<file path="src/rtl/core/tfc_pkg.sv">
// ----------------------------------------------------------------------------
// tfc_pkg
// Shared constants, codes and controller/datapath interface types.
// ----------------------------------------------------------------------------
package tfc_pkg;

    localparam int VERTEX_BITS = 20;
    localparam int MAX_FACES   = 4096;
    localparam int MAX_TETS    = 4096;
    localparam int FACE_AW     = $clog2(MAX_FACES);
    localparam int FACE_CW     = $clog2(MAX_FACES + 1);
    localparam int TET_CW      = $clog2(MAX_TETS + 1);
    localparam int KEY_W       = 3 * VERTEX_BITS;

    localparam logic [1:0] ST_OK     = 2'd0;
    localparam logic [1:0] ST_TAKEN  = 2'd1;
    localparam logic [1:0] ST_FULL   = 2'd2;
    localparam logic [1:0] ST_TETLIM = 2'd3;

    localparam logic [1:0] LAST_SLOT = 2'd3;

    typedef struct packed {
        logic load;       // capture the tetrahedron, slot to zero
        logic key_load;   // build the key of the current facet
        logic rd;         // read the face entry at the search index
        logic found_set;  // search hit at the current index
        logic idx_inc;    // advance the search index
        logic commit;     // produce the result and update the tables
        logic slot_inc;   // go to the next facet
        logic tet_inc;    // bump the tetrahedron count
    } tfc_cmd_t;

    typedef struct packed {
        logic tet_lim;
        logic idx_end;
        logic match;
        logic out_busy;
        logic last_slot;
    } tfc_stat_t;

endpackage

</file>
<file path="src/rtl/core/tfc_ctrl.sv">
// ----------------------------------------------------------------------------
// tfc_ctrl
// Sequencer: per facet, key build, linear face search, then result commit.
// ----------------------------------------------------------------------------
module tfc_ctrl (
    input  logic               clk,
    input  logic               rst_n,
    input  logic               in_valid,
    output logic               in_ready,
    input  tfc_pkg::tfc_stat_t stat,
    output tfc_pkg::tfc_cmd_t  cmd
);

    typedef enum logic [4:0] {
        S_IDLE = 5'b00001,
        S_KEY  = 5'b00010,
        S_RD   = 5'b00100,
        S_CMP  = 5'b01000,
        S_FIN  = 5'b10000
    } tfc_state_t;

    tfc_state_t state_reg, state_next;

    assign in_ready = (state_reg == S_IDLE);

    always_comb
    begin
        state_next = state_reg;
        cmd        = '0;
        case (state_reg)
            S_IDLE:
            begin
                if (in_valid)
                begin
                    cmd.load   = 1'b1;
                    state_next = S_KEY;
                end
            end
            S_KEY:
            begin
                cmd.key_load = 1'b1;
                state_next   = stat.tet_lim ? S_FIN : S_RD;
            end
            S_RD:
            begin
                if (stat.idx_end)
                    state_next = S_FIN;
                else
                begin
                    cmd.rd     = 1'b1;
                    state_next = S_CMP;
                end
            end
            S_CMP:
            begin
                if (stat.match)
                begin
                    cmd.found_set = 1'b1;
                    state_next    = S_FIN;
                end
                else
                begin
                    cmd.idx_inc = 1'b1;
                    state_next  = S_RD;
                end
            end
            S_FIN:
            begin
                // Wait until the result register can take a new item.
                if (!stat.out_busy)
                begin
                    cmd.commit = 1'b1;
                    if (stat.last_slot)
                    begin
                        cmd.tet_inc = ~stat.tet_lim;
                        state_next  = S_IDLE;
                    end
                    else
                    begin
                        cmd.slot_inc = 1'b1;
                        state_next   = S_KEY;
                    end
                end
            end
            default:
            begin
                state_next = S_IDLE;
            end
        endcase
    end

    always_ff @(posedge clk or negedge rst_n)
    begin
        if (!rst_n)
            state_reg <= S_IDLE;
        else
            state_reg <= state_next;
    end

endmodule

</file>
<file path="config.mk">
export PLATFORM = sky130hd
export DESIGN_NAME = tfc_ctrl
export DESIGN_NICKNAME = d
export VERILOG_FILES = /design/src/rtl/core/tfc_pkg.sv /design/src/rtl/core/tfc_ctrl.sv
export SDC_FILE = /design/constraint.sdc
export NUM_CORES = 1
export LEC_CHECK = 0
export ABC_AREA = 1
export BUFFER_PORTS_ARGS = -buffer_cell sky130_fd_sc_hd__buf_2
export CORE_AREA = 5 5 42 44
export DETAILED_ROUTE_END_ITERATION = 16
export DIE_AREA = 0 0 47 49
export HOLD_SLACK_MARGIN = 0.12
export PLACE_DENSITY = 0.65
export SLEW_MARGIN = 20
export SYNTH_ARGS = -nofsm -noshare
export SYNTH_HDL_FRONTEND = slang
export SYNTH_SLANG_ARGS = --single-unit
</file>
<file path="constraint.sdc">
create_clock -name clk -period 1.2 [get_ports clk]
set_input_delay 0 -clock clk [delete_from_list [all_inputs] [get_ports clk]]
set_output_delay 0 -clock clk [all_outputs]
set_load 0.01 [all_outputs]
</file>
==> qor.yml <==
yosys.area_share.simple_pct: 45.9
number_of_standard_cells_after_synthesis: 53
seq_pwr_share_pct: 25.1
final_core_util_pct: 47.0
initial_utilization_pct: 26.3
clock_tree_from_tritoncts: "yes"
floorplan.core_area_sq_mm: 0.00140
antenna_violations_before_repair: 0
critical_path_peak_fanout: 3
io_pins: 17
first_global_vias: 450
synth_ff_type: "dfrtp_1"
synth_compound_gate_area_share_pct: 5.44
gpl.final_weighted_congestion: 0.833
die_x_um: 47
highest_attainable_clock_frequency_ghz: 0.740
layout_common_cells: "buf_2, inv_1, nand2_1, dlygate4sd3_1, nor2_1"
hold_violations: 0
post_drt_via_cell_ratio: 4.35
ir_drop_mv: 0.783
filler_cell_count: 150
synth.ff_latch_count: 5
setup_viol: 9
worst_max_slew_pin_slew_ps: 195
vias: 431
type_of_destination_of_the_critical_path: "output port"
fraction_of_synthesis_flops_using_an_asynchronous_set_or_reset_pin_pct: 100
timing.critical_path.required_ps: 1200
regArea_sq_um: 126
worst_ep_arrival_time_ps: 1350
num_antenna_cells: 0
cts-root-buf: "clkbuf_4"
cts_sinks: 5
synthXorXnorAreaFrac_pct: 0
share_clk_of_total_power_pct: 16.7
synthAdderAreaFrac_pct: 0
area_of_the_multi_input_gates_sq_um: 249
ys_seq_area_share_pct: 34.4
die_height_um: 49
placement.setup.worst_slack_ps: 62.0
outcome: "finished, violations left"
grt_first_pass_wirelength_um: 1790
largest_register_ff_count: 5
post-place-cells: 85
netlist-cell-type-count: 18
area_growth_syn_to_layout_pct: 78.9
dieArea_sq_mm: 0.00230
slew_headroom_pct: 87.0
fin_worst_skew_ps: 3.79
post-route-worst-setup-slack_ps: -150
grt_max_degree: 6
num-nets-final: 92
cts_buffers: 3
rows: 14
synth.avg_cell_area_sq_um: 6.94
synth_top_family_by_area: "simple AND/OR/NAND/NOR gates"
drt_iter0_drc: 6
synthMuxAreaShare_pct: 0
grt-ovfl-total: 0
final.period_utilization_pct: 113
drc_errors: 0
hpwlAfterDp_um: 729
synth.yosys.warnings: 0
post_synth_instance_area_sq_um: 368
total_leakage_power_nw: 0.365
final_cells: 99
hp-class: "in2async"
cts_buffer_depth: 2
syn-num-nets: 61
maxCapViolations: 0
layout_commonest_cell: "buf_2"
power_per_cell_area_mw_per_mm2: 1780
drt_wl_total_um: 1080
comb_power_share_pct: 58.3
final_max_slew_viol_count: 0
drt.antenna.violating_nets: 0
grt_setup_unrepaired: "yes"
synth_enable_flop_cells: 0
placement.io_buffers: 16
clock_insertion_delay_worst_skew_ps: 240
time_the_final_worst_path_needs_with_i_o_delays_and_setup_ps: 1350
net-switching-power_mw: 0.507
global_route.usage.total_pct: 11.0
post_route_cells_drive_above_1_share_pct: 49.4
cts.clk_slew.worst_paths_ps: 40
avgRoutedWirePerCell_um: 10.9
cts_htree_levels: 1
power_switching_share_pct: 43.4
worstSetupPathType: "reg2out"
violated_checks: "negative setup slack"
p_int_mw: 0.662
first_pass_iters: 4
worstSetupStartpointType: "flip-flop"
worst paths after layout:
kind / cells after the start / slack, ps / endpoint / startpoint
hold / removal: 2 / 240 / state_reg[0] / rst_n
max in group asynchronous: 3 / 340 / state_reg[1] / rst_n
min in group clk: 3 / 500 / state_reg[3] / stat[3]
setup / recovery: 5 / -150 / cmd[4] / state_reg[1]
setup reg to reg: 9 / -50 / state_reg[0] / state_reg[0]
hold reg to reg: 3 / 670 / state_reg[2] / state_reg[2]
what timing repair did:
action	4_1_cts	5_1_grt
gates resized for setup	2	14
hold buffers	8	0
endpoints found under the setup margin	6	12
buffers inserted	1	1
pin swaps	2	3
hold endpoints to repair	10	0
worst max-delay path: stages (launching register included):
cell	delay, ps
dfrtp_1	400
nor2_4	120
nand4_1	160
or2_1	260
inv_1	60
buf_2	120
final cells by class:
| class | instances | area share (%) |
|---|---|---|
| Clock buffer | 4 | 3.99 |
| Inverter | 12 | 7.22 |
| Multi-Input combinational cell | 35 | 37.8 |
| Sequential cell | 5 | 19.2 |
| Tap cell | 16 | 3.04 |
| Timing Repair Buffer | 27 | 28.7 |
synthesized netlist by cell type, types with 2 or more instances:
library cell	count	area share [%]
nand2_1	10	10
nand2_2	3	5.1
inv_1	11	11
nor3_1	2	2.7
dfrtp_1	4	27
nor2_1	8	8.2
nand3_1	2	2.7
nor2_4	3	9.2
layer usage:
metal | share of wire, % | routed length [um] | track usage [%]
met4 | 2.1 | 23 | 8.29
met5 | 0 | 0 | 0
met3 | 5.5 | 60 | 3.32
met2 | 54 | 584 | 17.2
met1 | 38 | 414 | 11.6
metrics by stage:
step | instance area [sq um] | hold WS [ps] | power, mW | setup TNS [ps]
after floorplan | 368 | -296 | 0.652 | 0
after global placement | 468 | -185 | 0.773 | 0
after detailed placement | 468 | -183 | 0.788 | 0
after CTS | 593 | 233 | 1.04 | -408
after global routing | 658 | 258 | 1.27 | -1310
final | 658 | 243 | 1.17 | -602
power groups by stage:
stage | Clock, mW | Sequential, mW | Combinational (mW)
2_1_floorplan | 0 | 0.285 | 0.367
3_3_place_gp | 0 | 0.288 | 0.486
3_5_place_dp | 0 | 0.290 | 0.498
4_1_cts | 0.196 | 0.287 | 0.559
5_1_grt | 0.212 | 0.298 | 0.757
6_report | 0.195 | 0.293 | 0.682
cell families (layout without fill, tap and decap cells):
| logic type | count (synthesis) | count (layout) |
|---|---|---|
| AO/OA/AOI/OAI | 3 | 3 |
| buffers and inverters | 13 | 43 |
| flip-flops | 5 | 5 |
| AND/OR/NAND/NOR | 32 | 32 |
Power figures use the tool's default switching activity.
